`config.mk`:
```
export PLATFORM = sky130hd
export DESIGN_NAME = button_edge_auto_repeat_top
export DESIGN_NICKNAME = d
export VERILOG_FILES = /design/src/hdl/bear_pkg.sv /design/src/hdl/bear_step.sv /design/src/hdl/button_edge_auto_repeat_top.sv
export SDC_FILE = /design/constraint.sdc
export NUM_CORES = 1
export LEC_CHECK = 0
export BUFFER_PORTS_ARGS = -buffer_cell sky130_fd_sc_hd__buf_4
export CORE_MARGIN = 4
export CORE_UTILIZATION = 45
export CTS_BUF_LIST = sky130_fd_sc_hd__clkbuf_4
export CTS_CLUSTER_DIAMETER = 80
export DETAILED_ROUTE_END_ITERATION = 7
export PLACE_DENSITY = 0.69
export RECOVER_POWER = 50
export SYNTH_ARGS = -nofsm -noshare
export SYNTH_HDL_FRONTEND = slang
export SYNTH_SLANG_ARGS = --single-unit
export TNS_END_PERCENT = 100
```
`constraint.sdc`:
```
create_clock -name clk -period 5.25 [get_ports clk]
set_input_delay 0.7875 -clock clk [delete_from_list [all_inputs] [get_ports clk]]
set_output_delay 0.7875 -clock clk [all_outputs]
set_load 0.05 [all_outputs]
```
`src/hdl/bear_pkg.sv`:
```
// shared types and constants for the button edge and auto-repeat block
`default_nettype none

package bear_pkg;

  // standard gamepad bit layout
  localparam logic [15:0] PAD_SELECT    = 16'h0001;
  localparam logic [15:0] PAD_UP        = 16'h0010;
  localparam logic [15:0] PAD_RIGHT     = 16'h0020;
  localparam logic [15:0] PAD_DOWN      = 16'h0040;
  localparam logic [15:0] PAD_LEFT      = 16'h0080;
  localparam logic [15:0] PAD_L1        = 16'h0400;
  localparam logic [15:0] PAD_R1        = 16'h0800;
  localparam logic [15:0] PAD_SQUARE    = 16'h8000;
  localparam logic [15:0] PAD_DPAD_MASK = 16'h00F0;
  localparam logic [15:0] PAD_REPEATABLE = PAD_L1 | PAD_R1 | PAD_DPAD_MASK;

  localparam logic [2:0] COOLDOWN_ARM = 3'd5;
  localparam logic [15:0] HOLD_MAX = 16'hFFFF;
  localparam logic [7:0] REPEAT_MAX = 8'hFF;

  localparam logic [7:0] INITIAL_DELAY_RESET   = 8'd20;
  localparam logic [7:0] REPEAT_PERIOD_RESET   = 8'd4;
  localparam logic [7:0] SECONDARY_PERIOD_RESET = 8'd8;

  typedef enum logic [1:0] {
    REG_INITIAL_DELAY    = 2'd0,
    REG_REPEAT_PERIOD    = 2'd1,
    REG_SECONDARY_PERIOD = 2'd2
  } reg_index_t;

  typedef struct packed {
    logic [15:0] buttons;
    logic        threads_changed;
  } in_t;

  typedef struct packed {
    logic [15:0] new_buttons;
    logic [15:0] previous_buttons;
    logic [2:0]  cooldown;
  } out_t;

  typedef struct packed {
    logic [15:0] held_word;
    logic [15:0] hold_count;
    logic [7:0]  repeat_count;
    logic [7:0]  secondary_count;
    logic [2:0]  cooldown_count;
  } state_t;

  typedef struct packed {
    logic [7:0] initial_delay_frames;
    logic [7:0] repeat_period_frames;
    logic [7:0] secondary_period_frames;
  } cfg_t;

endpackage

`default_nettype wire

```
`src/hdl/bear_step.sv`:
```
// per-frame edge detect, hold counting and auto-repeat update
`default_nettype none

module bear_step import bear_pkg::*; (
  input  in_t    item,
  input  state_t state,
  input  cfg_t   cfg,
  output state_t state_next,
  output out_t   result
);

  logic [15:0] cur;
  logic [15:0] repeatable;
  logic        changed;
  logic [15:0] hold_inc;
  logic [7:0]  repeat_inc;
  logic [7:0]  secondary_inc;
  logic [15:0] word;
  logic [2:0]  cool;

  assign cur        = item.buttons;
  assign repeatable = cur & PAD_REPEATABLE;
  assign changed    = (state.held_word != cur) || (repeatable == '0);

  assign hold_inc      = (state.hold_count == HOLD_MAX) ? HOLD_MAX : state.hold_count + 16'd1;
  assign repeat_inc    = (state.repeat_count == REPEAT_MAX) ? REPEAT_MAX
                         : state.repeat_count + 8'd1;
  assign secondary_inc = (state.secondary_count == REPEAT_MAX) ? REPEAT_MAX
                         : state.secondary_count + 8'd1;

  always_comb begin
    word = '0;
    state_next.held_word       = cur;
    state_next.hold_count      = '0;
    state_next.repeat_count    = state.repeat_count;
    state_next.secondary_count = state.secondary_count;

    if (changed) begin
      word = ~state.held_word & cur;
      // all buttons released clears the repeat counters too
      if (cur == '0) begin
        state_next.repeat_count    = '0;
        state_next.secondary_count = '0;
      end
    end else begin
      // unchanged with repeatables held implies cur is nonzero
      state_next.hold_count = hold_inc;
      if (hold_inc == {8'd0, cfg.initial_delay_frames}) begin
        word = repeatable;
      end
      if (hold_inc >= {8'd0, cfg.initial_delay_frames}) begin
        state_next.repeat_count    = repeat_inc;
        state_next.secondary_count = secondary_inc;
        if (repeat_inc >= cfg.repeat_period_frames) begin
          state_next.repeat_count = '0;
          if ((cur & PAD_SQUARE) != '0) begin
            word = cur & (PAD_RIGHT | PAD_LEFT);
          end else begin
            word = cur & PAD_DPAD_MASK;
          end
        end
        if (secondary_inc >= cfg.secondary_period_frames) begin
          state_next.secondary_count = '0;
          if ((cur & PAD_SQUARE) != '0) begin
            word = word | (cur & (PAD_L1 | PAD_R1 | PAD_UP | PAD_DOWN));
          end else begin
            word = word | (cur & (PAD_L1 | PAD_R1));
          end
        end
      end else begin
        state_next.repeat_count    = '0;
        state_next.secondary_count = '0;
      end
    end

    cool = state.cooldown_count;
    // select on its own does not arm the cooldown
    if ((word != PAD_SELECT && word != '0) || item.threads_changed) begin
      cool = COOLDOWN_ARM;
    end
    if (cool != '0) begin
      cool = cool - 3'd1;
    end
    state_next.cooldown_count = cool;

    result.new_buttons      = word;
    result.previous_buttons = state.held_word;
    result.cooldown         = cool;
  end

endmodule

`default_nettype wire

```
`src/hdl/button_edge_auto_repeat_top.sv`:
```
// Button edge detect with typematic auto-repeat, one frame word per transfer.
// Each input transfer is latched into an input register, updated by
// combinational logic against the hold, repeat and cooldown counters, and
// lands in the result register. One frame is accepted every cycle while
// the result register is not stalled. The result register holds a stalled
// result while the input register keeps its frame and, once full, stalls
// the input. The user must write the delay and period registers through
// the cfg port only while no frame is in flight; the block does not
// enforce this. Indexes beyond the last register are ignored.
`default_nettype none

module button_edge_auto_repeat_top import bear_pkg::*; (
  input  logic       clk,
  input  logic       rst,
  input  logic       in_valid,
  output logic       in_ready,
  input  in_t        in_data,
  output logic       out_valid,
  input  logic       out_ready,
  output out_t       out_data,
  input  logic       cfg_valid,
  output logic       cfg_ready,
  input  logic [1:0] cfg_index,
  input  logic [7:0] cfg_data
);

  cfg_t   cfg;
  state_t state;
  state_t state_next;
  out_t   result;
  logic   stage_valid;
  in_t    stage_data;
  logic   advance;

  assign cfg_ready = 1'b1;

  always_ff @(posedge clk) begin
    if (rst) begin
      cfg.initial_delay_frames    <= INITIAL_DELAY_RESET;
      cfg.repeat_period_frames    <= REPEAT_PERIOD_RESET;
      cfg.secondary_period_frames <= SECONDARY_PERIOD_RESET;
    end else if (cfg_valid) begin
      unique case (cfg_index)
        REG_INITIAL_DELAY:    cfg.initial_delay_frames    <= cfg_data;
        REG_REPEAT_PERIOD:    cfg.repeat_period_frames    <= cfg_data;
        REG_SECONDARY_PERIOD: cfg.secondary_period_frames <= cfg_data;
        default: ;
      endcase
    end
  end

  // result register free or draining this cycle
  assign advance  = !out_valid || out_ready;
  assign in_ready = !stage_valid || advance;

  always_ff @(posedge clk) begin
    if (rst) begin
      stage_valid <= 1'b0;
    end else if (in_ready) begin
      stage_valid <= in_valid;
    end
  end

  always_ff @(posedge clk) begin
    if (in_ready && in_valid) begin
      stage_data <= in_data;
    end
  end

  bear_step u_step (
    .item       (stage_data),
    .state      (state),
    .cfg        (cfg),
    .state_next (state_next),
    .result     (result)
  );

  always_ff @(posedge clk) begin
    if (rst) begin
      state     <= '0;
      out_valid <= 1'b0;
    end else if (advance) begin
      out_valid <= stage_valid;
      if (stage_valid) begin
        state <= state_next;
      end
    end
  end

  always_ff @(posedge clk) begin
    if (advance && stage_valid) begin
      out_data <= result;
    end
  end

endmodule

`default_nettype wire

```
# Word level (Yosys, flattened, before mapping)
# Index checks and enable logic that the tools add are counted.
totals:
  regBits: 129
  out_inout_bits: 38
op_classes:
  addsub: 4
  magnitude_cmp: 3
  n_eq_ne: 9
  n_mux: 20
  n_bitwise: 4
  n_reduce_logical: 19
ops:
  columns: ["op", "n"]
  rows:
  - ["16-bit two-way mux", 11]
  - ["16-bit logical NOT", 2]
  - ["8-bit two-way mux", 4]
  - ["16-bit by 12-bit bitwise OR with 16-bit output", 2]
  - ["12-bit two-way mux", 2]
  - ["16-bit by 1-bit adder with 16-bit output (second input constant)", 1]
  - ["8-bit by 1-bit adder with 8-bit output (second input constant)", 2]
  - ["16-bit AND", 1]
  - ["16-bit == test (second input constant)", 1]
  - ["16-bit by 8-bit == test with 1-bit output", 1]
  - ["8-bit == test (second input constant)", 2]
  - ["16-bit by 8-bit greater-or-equal comparator with 1-bit output", 1]
  - ["8-bit greater-or-equal comparator", 2]
  - ["16-bit by 1-bit inequality test with 1-bit output (second input constant)", 1]
  - ["16-bit inequality test", 1]
  - ["16-bit inverter", 1]
  - ["16-bit nonzero test", 1]
  - ["2-bit AND reduction", 4]
  - ["7-bit two-way mux", 1]
  - ["3-bit two-way mux", 2]
  - ["1-bit logical OR", 4]
  - ["1-bit logical AND", 3]
  - ["3-bit AND reduction", 1]
  - ["3-bit nonzero test", 1]
  - ["6 further kinds", 7]

# Longest topological paths before layout
# Gate-level depths: netlist (run 1).
depth:
  word_depth: 18
  mapped_depth: 21

# Hierarchy
# Synthesis (run 1) repeated with hierarchy kept, for this count alone.
unflattened:
  hier_cells: 773
  area_unflattened_um2: 7517.2
modules_own_cells:
  columns: ["mod", "instances", "cells_per_inst", "area_each_um2", "seq_area_each_um2"]
  rows:
  - ["button_edge_auto_repeat_top", 1, 385, 4810.9, 3103.0]
  - ["bear_step", 1, 388, 2706.3, 0.0]

# Worst setup path after synthesis (run 1)
# Ideal clock, no wire load.
synth_path:
  path_kind: "flip-flop to flip-flop"
  startpoint: "register, netlist name state[19]"
  endpoint: "register, netlist name state[1]"
  setup_ps: 59
  arrival_time_ps: 4442
  required_time_ps: 5191
  setup_slack_ps: 749
  stages_incl_launch_ff: 22
  path_cell_list: "dfxtp_1 > ha_1 > nand3_1 > nor2_1 > nand3_1 > clkbuf_1 > nand2_1 > inv_1 > ha_1 > nand4_1 > or2_2 > a311o_2 > a211oi_1 > a22oi_1 > o41ai_4 > nor4_2 > nor2b_1 > ha_1 > nor2_1 > nand3_1 > a2111oi_1 > a31o_1"
synth_via:
  elab_chain_cells: 18
  elab_cells_between_ends: 23
  cone_classes: "add/sub (2); order compare (1); eq/ne (3); mux (11); bitwise (2); reduce/logical (4)"
synth_rtl:
  columns: ["item", "line", "rtl"]
  rows:
  - ["16-bit by 1-bit adder with 16-bit output or 16-bit == test (tied branches)", "bear_step.sv:25", "assign hold_inc = (state.hold_count == HOLD_MAX) ? HOLD_MAX : state.hold_count + 16'd1;"]
  - ["16-bit two-way mux (*)", "bear_step.sv:25", null]
  - ["16-bit by 8-bit == test with 1-bit output", "bear_step.sv:48", "if (hold_inc == {8'd0, cfg.initial_delay_frames}) begin"]
  - ["12-bit two-way mux", "bear_step.sv:48", null]
  - ["12-bit two-way mux", "bear_step.sv:54", "if (repeat_inc >= cfg.repeat_period_frames) begin"]
  - ["16-bit two-way mux", "bear_step.sv:51", "if (hold_inc >= {8'd0, cfg.initial_delay_frames}) begin"]
  - ["16-bit two-way mux", "bear_step.sv:38", "if (changed) begin"]
  - ["16-bit by 12-bit bitwise OR with 16-bit output, on equally long branches", "bear_step.sv:67, bear_step.sv:65", null]
  - ["[... 2 more ...]", null, null]
  - ["16-bit two-way mux (*)", "bear_step.sv:51", null]
  - ["16-bit two-way mux (*)", "bear_step.sv:38", null]
  - ["16-bit by 1-bit inequality test with 1-bit output or 16-bit nonzero test (tied branches)", "bear_step.sv:78", "if ((word != PAD_SELECT && word != '0) || item.threads_changed) begin"]
  - ["1-bit logical AND (*)", "bear_step.sv:78", null]
  - ["1-bit logical OR (*)", "bear_step.sv:78", null]
  - ["3-bit two-way mux (*)", "bear_step.sv:78", null]
  - ["3-bit by 1-bit subtractor with 3-bit output or 3-bit nonzero test (tied branches)", "bear_step.sv:82, bear_step.sv:81", null]
  - ["3-bit two-way mux (*)", "bear_step.sv:81", "if (cool != '0) begin"]
# Every way passes the cells marked *; elsewhere a longest branch is shown, timed or not. The select of a mux whose other input is x is not followed.
# A chain may end at the register's enable or synchronous reset.

# Worst setup path in the final report (run 1)
layout_path:
  startpoint: "register, netlist name state[3]"
  endpoint: "register, netlist name state[1]"
layout_via:
  elab_chain_cells: 12
  elab_cells_between_ends: 15
  cone_classes: "add/sub (2); order compare (1); eq/ne (2); mux (6); reduce/logical (4)"
layout_rtl:
  columns: ["item", "line", "rtl"]
  rows:
  - ["8-bit by 1-bit adder with 8-bit output or 8-bit == test (tied branches)", "bear_step.sv:29, bear_step.sv:28", null]
  - ["8-bit two-way mux (*)", "bear_step.sv:28", "assign secondary_inc = (state.secondary_count == REPEAT_MAX) ? REPEAT_MAX"]
  - ["8-bit greater-or-equal comparator (*)", "bear_step.sv:62", "if (secondary_inc >= cfg.secondary_period_frames) begin"]
  - ["16-bit two-way mux (*)", "bear_step.sv:62", null]
  - ["16-bit two-way mux (*)", "bear_step.sv:51", null]
  - ["16-bit two-way mux (*)", "bear_step.sv:38", null]
  - ["16-bit by 1-bit inequality test with 1-bit output or 16-bit nonzero test (tied branches)", "bear_step.sv:78", null]
  - ["1-bit logical AND (*)", "bear_step.sv:78", null]
  - ["1-bit logical OR (*)", "bear_step.sv:78", null]
  - ["3-bit two-way mux (*)", "bear_step.sv:78", null]
  - ["3-bit by 1-bit subtractor with 3-bit output or 3-bit nonzero test (tied branches)", "bear_step.sv:82, bear_step.sv:81", null]
  - ["3-bit two-way mux (*)", "bear_step.sv:81", null]
# Every way passes the cells marked *; elsewhere a longest branch is shown, timed or not.

==> impl_metrics.tcl, run 1 <==
set metrics [dict create \
    drtPass1Iterations 5 \
    cts_buffers 17 \
    synth_area_per_cell_um2 9.799 \
    synth_flop_cell "dfxtp_1" \
    critical_path.startpoint_type "register" \
    initial_core_util_pct 46.06 \
    grt-ovfl-total 0 \
    async_flop_share_pct 0 \
    setup_ws_ns 0.4332 \
    grt_setup_unrepaired "false" \
    area_growth_pct 13.16 \
    synth_top_area_share_pct 24.33 \
    hpwl_um 10060 \
    fmax_mhz 207.6 \
    setup_viol 0 \
    core-area_mm2 0.01393 \
    cts_root_buf "clkbuf_4" \
    numPortBuffers 68 \
    synth_common_cells "nor2_1, dfxtp_1, nand2_1" \
    ys_types 63 \
    p_int_uw 1393 \
    gp_congestion 0.8413 \
    h-tree-depth 4 \
    ys_seq_area_share_pct 48.34 \
    combPwrFrac_pct 9.6 \
    cp_max_fo 6 \
    crit_required_ns 5.75 \
    r2r_slack_ns 0.43 \
    syn_area_mm2 0.006419 \
    hold_violations 0 \
    layout_min_cycle_time_ns 4.817 \
    ys_ff_latch 129 \
    placed_area_mm2 0.007086 \
    cap_violations 1 \
    fin_worst_skew_ns 0.02317 \
    drtIter0Drc 344 \
    reg2reg_to "state[1]" \
    r2r-start "state[3]" \
    drc_errors 0 \
    hold-path-endpoint "stage_data[1]" \
    grt_max_degree 72 \
    die_w_um 127.4 \
    yosys.cell_count.top_type "nor2_1" \
    tns_ns 0 \
    tightest_slew_ns 3.198 \
    violations "capacitance limit, slew limit" \
    powerDensity_mw_per_mm2 261.2 \
    antenna_left 0 \
    track_usage_pct 17.88 \
    grt_pass1_vias 4738 \
    synthTopCellsByArea "edfxtp_1, dfxtp_1, ha_1" \
    end_kind "register" \
    crit_arrival_ns 5.31 \
    std_cell_rows 43 \
    swShare_pct 26.58 \
    vias 4977 \
    fin_crit_sh_pct 91.75 \
    irDropWorstVdd_mv 0.1692 \
    leakage_uw 0.002950 \
    pwr-share-seq_pct 58.0 \
    antenna_cells 0 \
    totalWireLength_um 14130 \
    drive_gt1_share_pct 13.98 \
    fp.dieH_um 127.4 \
    yosys_warnings 0 \
    slew_violations 72 \
    cts_buffer_depth 2 \
    pre_cts_ws_ns 0.2133 \
    die-area_mm2 0.01624 \
    design_area_mm2 0.007263 \
    grt_pass1_wl_um 23240 \
    cts_tree "yes" \
    clk_pin_slew_ns 0.12 \
    cts.sinks 129 \
    hold_depth 1 \
    vias_per_cell 5.427 \
    synth-edff-count 52 \
    final_nets 801 \
    pwr-share-clk_pct 32.4 \
    min_from "in_data[1]" \
    wl_per_cell_um 15.41 \
    syn-num-nets 732 \
    antenna_found_initial 0 \
    status "finished with violations" \
    path_class "reg2reg" \
    insertion_delay_ns 0.56 \
    hold_path.class "in2reg" \
    slew_headroom_pct -113.2 \
    nFillCells 1284 \
    synthCells 655 \
    power.switching_uw 504.3 \
    r2r_cells 18 \
    yosysTopAreaCell "edfxtp_1" \
    ios 70 \
]
[timing repair]
| action | CTS | global route |
|---|---|---|
| setup endpoints to repair | 0 | 3 |
| hold buffers | 0 | 0 |
| buffers inserted | 0 | 3 |
| resized for setup | 0 | 5 |
[cell usage in the layout, fill, tap and decap left out, types with 11 or more instances in the layout]
cell type  netlist  final
edfxtp_1        52     52
o21ai_0         12     12
a22oi_1         27     27
a21oi_1         31     31
nor2_1          82     80
nand2_1         75     75
ha_1            45     45
buf_4            2     26
nand2b_1        11     11
nand3_1         17     16
dfxtp_1         77     77
mux2i_1         18     18
and2_1          13     12
inv_1           42     42
clkbuf_4         0     39
clkbuf_1        21     33
[critical path: stages (launching register included)]
cell and delay [ns]:
dfxtp_1 0.35, ha_1 0.23, and3_1 0.21, and3_1 0.22, nand3_1 0.21, nand2_1 0.11, ha_1 0.33, a2111o_1 0.43
a31oi_1 0.15, o21ai_0 0.30, and3_1 0.32, o311a_4 0.40, nor4_4 0.33, nor2b_1 0.18, ha_1 0.26, nor2_2 0.08
nand3b_1 0.16, a2111oi_1 0.37, a31o_1 0.14
[logic make-up (layout without fill, tap and decap cells)]
kind of cell | Yosys count | count (layout) | share of synthesized area [%]
buf+inv | 69 | 151 | 4.171
compound gates | 113 | 113 | 12.65
other cells | 1 | 1 | 0.05842
flops | 129 | 129 | 48.34
xor+xnor | 16 | 16 | 2.183
mux | 21 | 21 | 3.392
fa+ha+maj | 45 | 45 | 8.772
simple gates | 261 | 261 | 20.43
[final cells by class]
type / count / area [µm²] / area share (%)
well taps: 180 / 225.2 / 3.101
flip-flops and latches: 129 / 3103 / 42.72
clock buffers: 22 / 165.2 / 2.274
inverters: 43 / 161.4 / 2.222
repair buffers: 76 / 446.7 / 6.150
multi-input cells: 457 / 3072 / 42.29
clock inverters: 10 / 90.09 / 1.240
[power by group through the flow]
| stage | Clock (µW) | Sequential (µW) | Combinational (µW) |
|---|---|---|---|
| 5_1_grt | 683 | 1110 | 200 |
| 6_report | 614 | 1100 | 182 |
| 4_1_cts | 630 | 1100 | 195 |
| 2_1_floorplan | 0 | 1170 | 80.4 |
| 3_5_place_dp | 0 | 1120 | 194 |
| 3_3_place_gp | 0 | 1120 | 190 |
[worst max path at each step]
stage / startpoint / to / slack, ns
2_1_floorplan: state[19] / state[1] / 0.75
3_3_place_gp: state[19] / state[1] / 0.45
3_5_place_dp: state[19] / state[1] / 0.21
4_1_cts: state[19] / state[1] / 0.16
5_1_grt: state[19] / state[1] / 0.006
6_report: state[3] / state[1] / 0.43
[metrics by stage]
step | cells | hold WS, ns | total power, µW | util [%]
3_5_place_dp | 882 | 0.4409 | 1317 | 50.85
5_1_grt | 917 | 0.3739 | 1989 | 52.12
4_1_cts | 914 | 0.3663 | 1926 | 52.68
2_1_floorplan | 655 | 0.4300 | 1246 | -
6_report | 917 | 0.4206 | 1897 | 52.12
3_3_place_gp | 882 | 0.4369 | 1313 | 50.85
[registers in the layout, summed over array words and instances (netlist names)]
signal and cells:
stage_data 17, stage_valid 1, out_data 35, cfg 24
state 51, out_valid 1
[routing by layer]
metal | routed length, µm | vias to the layer above | global-route usage (%) | part of all wire, %
met5 | 0 | - | 0 | 0
met1 | 6352 | 2330 | 22.64 | 45
met3 | 827 | 25 | 5.226 | 5.9
li1 | - | 2479 | - | -
met4 | 279 | 0 | 6.120 | 2.0
met2 | 6671 | 143 | 29.30 | 47
Power figures use the tool's default switching activity.
==> run 2: changes to the inputs <==
- CORE_MARGIN: 4 -> 5
- CTS_CLUSTER_SIZE: default -> 8
- PLACE_DENSITY: 0.69 -> 0.63
==> run 2 against run 1 <==
  * The flow still finishes with violations (capacitance limit, slew limit)
  * Critical path depth grew 4
  * Clock power fell by 6.2%
  * Non-clock buffer count is the same
  * Design area decreased by 0.78%
  * First-iteration DRC count decreased by 19%
  * Combinational power about the same
  * Global-route usage shrank 0.19 points
  * Largest power group unchanged
==> impl_metrics.tcl, run 2 (synthesis gave the netlist of run 1 again) <==
set metrics [dict create \
    slew_violations 72 \
    antenna_left 0 \
    top_usage_layer "met2" \
    core-area_mm2 0.01393 \
    wl_per_cell_um 15.81 \
    final_cell_mix "nor2_1, dfxtp_1, nand2_1, edfxtp_1, ha_1" \
    crit_required_ns 5.72 \
    cap_violations 1 \
    final_nets 801 \
    final_common_cell "nor2_1" \
    cts.sinks 129 \
    cp_max_fo 14 \
    insertion_delay_ns 0.52 \
    total_power_uw 1859 \
    area_growth_pct 12.28 \
    crit_chain "ha_1 -> nand3_1 -> nor2_1 -> buf_4 -> nand3_1 -> buf_4 -> nand2_1 -> inv_1 -> ha_1 -> nand4_1 -> or2_2 -> a311o_2 -> a211oi_1 -> a22oi_1 -> o41ai_4 -> nor4_2 -> nor2b_1 -> ha_1 -> nor2_2 -> nand3_1 -> a2111oi_2 -> a31o_1" \
    gp_congestion 0.8660 \
    critical_path.startpoint_type "register" \
    layout_min_cycle_time_ns 4.870 \
    use_met1_pct 22.83 \
    critical-path-top-delay-family "compound AO/OA/AOI/OAI gates" \
    fmax_mhz 205.3 \
    crit_arrival_ns 5.34 \
    fin_util_pct 51.72 \
    drc_errors 0 \
    status "finished with violations" \
    reg_top3 "state: 51 flops, out_data: 35 flops, cfg: 24 flops" \
    use_met2_pct 28.66 \
    std_cell_rows 43 \
    grt_pass1_wl_um 23460 \
    cp_num_buf_inv 3 \
    p_int_uw 1377 \
    path_class "reg2reg" \
    h-tree-depth 4 \
    hpwl_um 10500 \
    largest_register_ffs 51 \
    power.switching_uw 481.3 \
    vias 5014 \
    drive_gt1_share_pct 12.64 \
    irDropWorstVdd_mv 0.1346 \
    grt_pass1_vias 4865 \
    grt_max_degree 72 \
    vias_per_cell 5.474 \
    crit_slowest_cell "o41ai_4" \
    hold_violations 0 \
    violations "capacitance limit, slew limit" \
    track_usage_pct 17.70 \
    cts_root_buf "clkbuf_4" \
    cts_buffers 17 \
    initial_core_util_pct 46.06 \
    totalWireLength_um 14480 \
    fin_crit_sh_pct 92.77 \
    antenna_cells 0 \
    setup_viol 0 \
    cts_tree "yes" \
    powerDensity_mw_per_mm2 257.9 \
    stdcell_count 916 \
    die_w_um 129.4 \
    pwr-share-seq_pct 59.2 \
    leakage_uw 0.002941 \
    fin_worst_skew_ns 0.01518 \
    pwr-share-clk_pct 31.0 \
    cts_buffer_depth 2 \
    antenna_found_initial 0 \
    drtPass1Iterations 5 \
    fp.dieH_um 129.4 \
    design_area_mm2 0.007207 \
    numPortBuffers 68 \
    hold_path.class "in2reg" \
    slowest_delay_ns 0.49 \
    slew_headroom_pct -113.8 \
    dpl.cell_count 883 \
    placed_area_mm2 0.007093 \
    ios 70 \
    combPwrFrac_pct 9.8 \
    r2r_slack_ns 0.38 \
    grt-ovfl-total 0 \
    drtIter0Drc 278 \
    hold-worst-slack_ns 0.4591 \
    tightest_slew_ns 3.207 \
    regMostFlops "state" \
    end_kind "register" \
    grt.met3_usage_pct 4.617 \
    nFillCells 1337 \
    clk_pin_slew_ns 0.10 \
    die-area_mm2 0.01675 \
    swShare_pct 25.89 \
]
[run 2: stage by stage]
stage          setup slack [ns]  TNS (ns)
6_report                 0.3796         0
5_1_grt                -0.02376  -0.02376
4_1_cts                  0.3586         0
3_5_place_dp             0.3974         0
3_3_place_gp             0.6440         0
2_1_floorplan            0.7489         0
[run 2: what timing repair did]
action                                  in CTS  in global routing
gates resized for setup                      0                  3
endpoints found under the setup margin       0                  2
setup buffers                                0                  2
hold buffers                                 0                  0
[run 2: power groups by stage]
stage / Combinational (µW) / Sequential, µW / Clock (µW)
global placement: 192 / 1120 / 0
global route: 199 / 1110 / 645
detailed placement: 194 / 1120 / 0
finish: 181 / 1100 / 576
CTS: 195 / 1100 / 597
floorplan: 80.4 / 1170 / 0
[run 2: final timing paths]
kind	depth (start not counted)	from	endpoint
worst max-delay path	22	state[20]	state[1]
worst min-delay path	1	in_data[14]	stage_data[14]
worst max register to register	22	state[20]	state[1]
worst min register to register	0	state[45]	out_data[13]
[run 2: layer usage]
metal  vias to the layer above  routed length [µm]
li1                       2484                   -
met1                      2376                6616
met4                         0                 300
met2                       129                6803
met5                         -                   0
met3                        25                 758
[run 2: area by class of cell]
type	instances	area [µm²]	share of cell area [%]
Tap cell	180	225.2	3.125
Clock buffer	21	157.7	2.187
Inverter	43	161.4	2.240
Multi-Input combinational cell	457	3055	42.40
Clock inverter	10	71.32	0.9896
Timing Repair Buffer	76	431.7	5.990
Sequential cell	129	3104	43.07
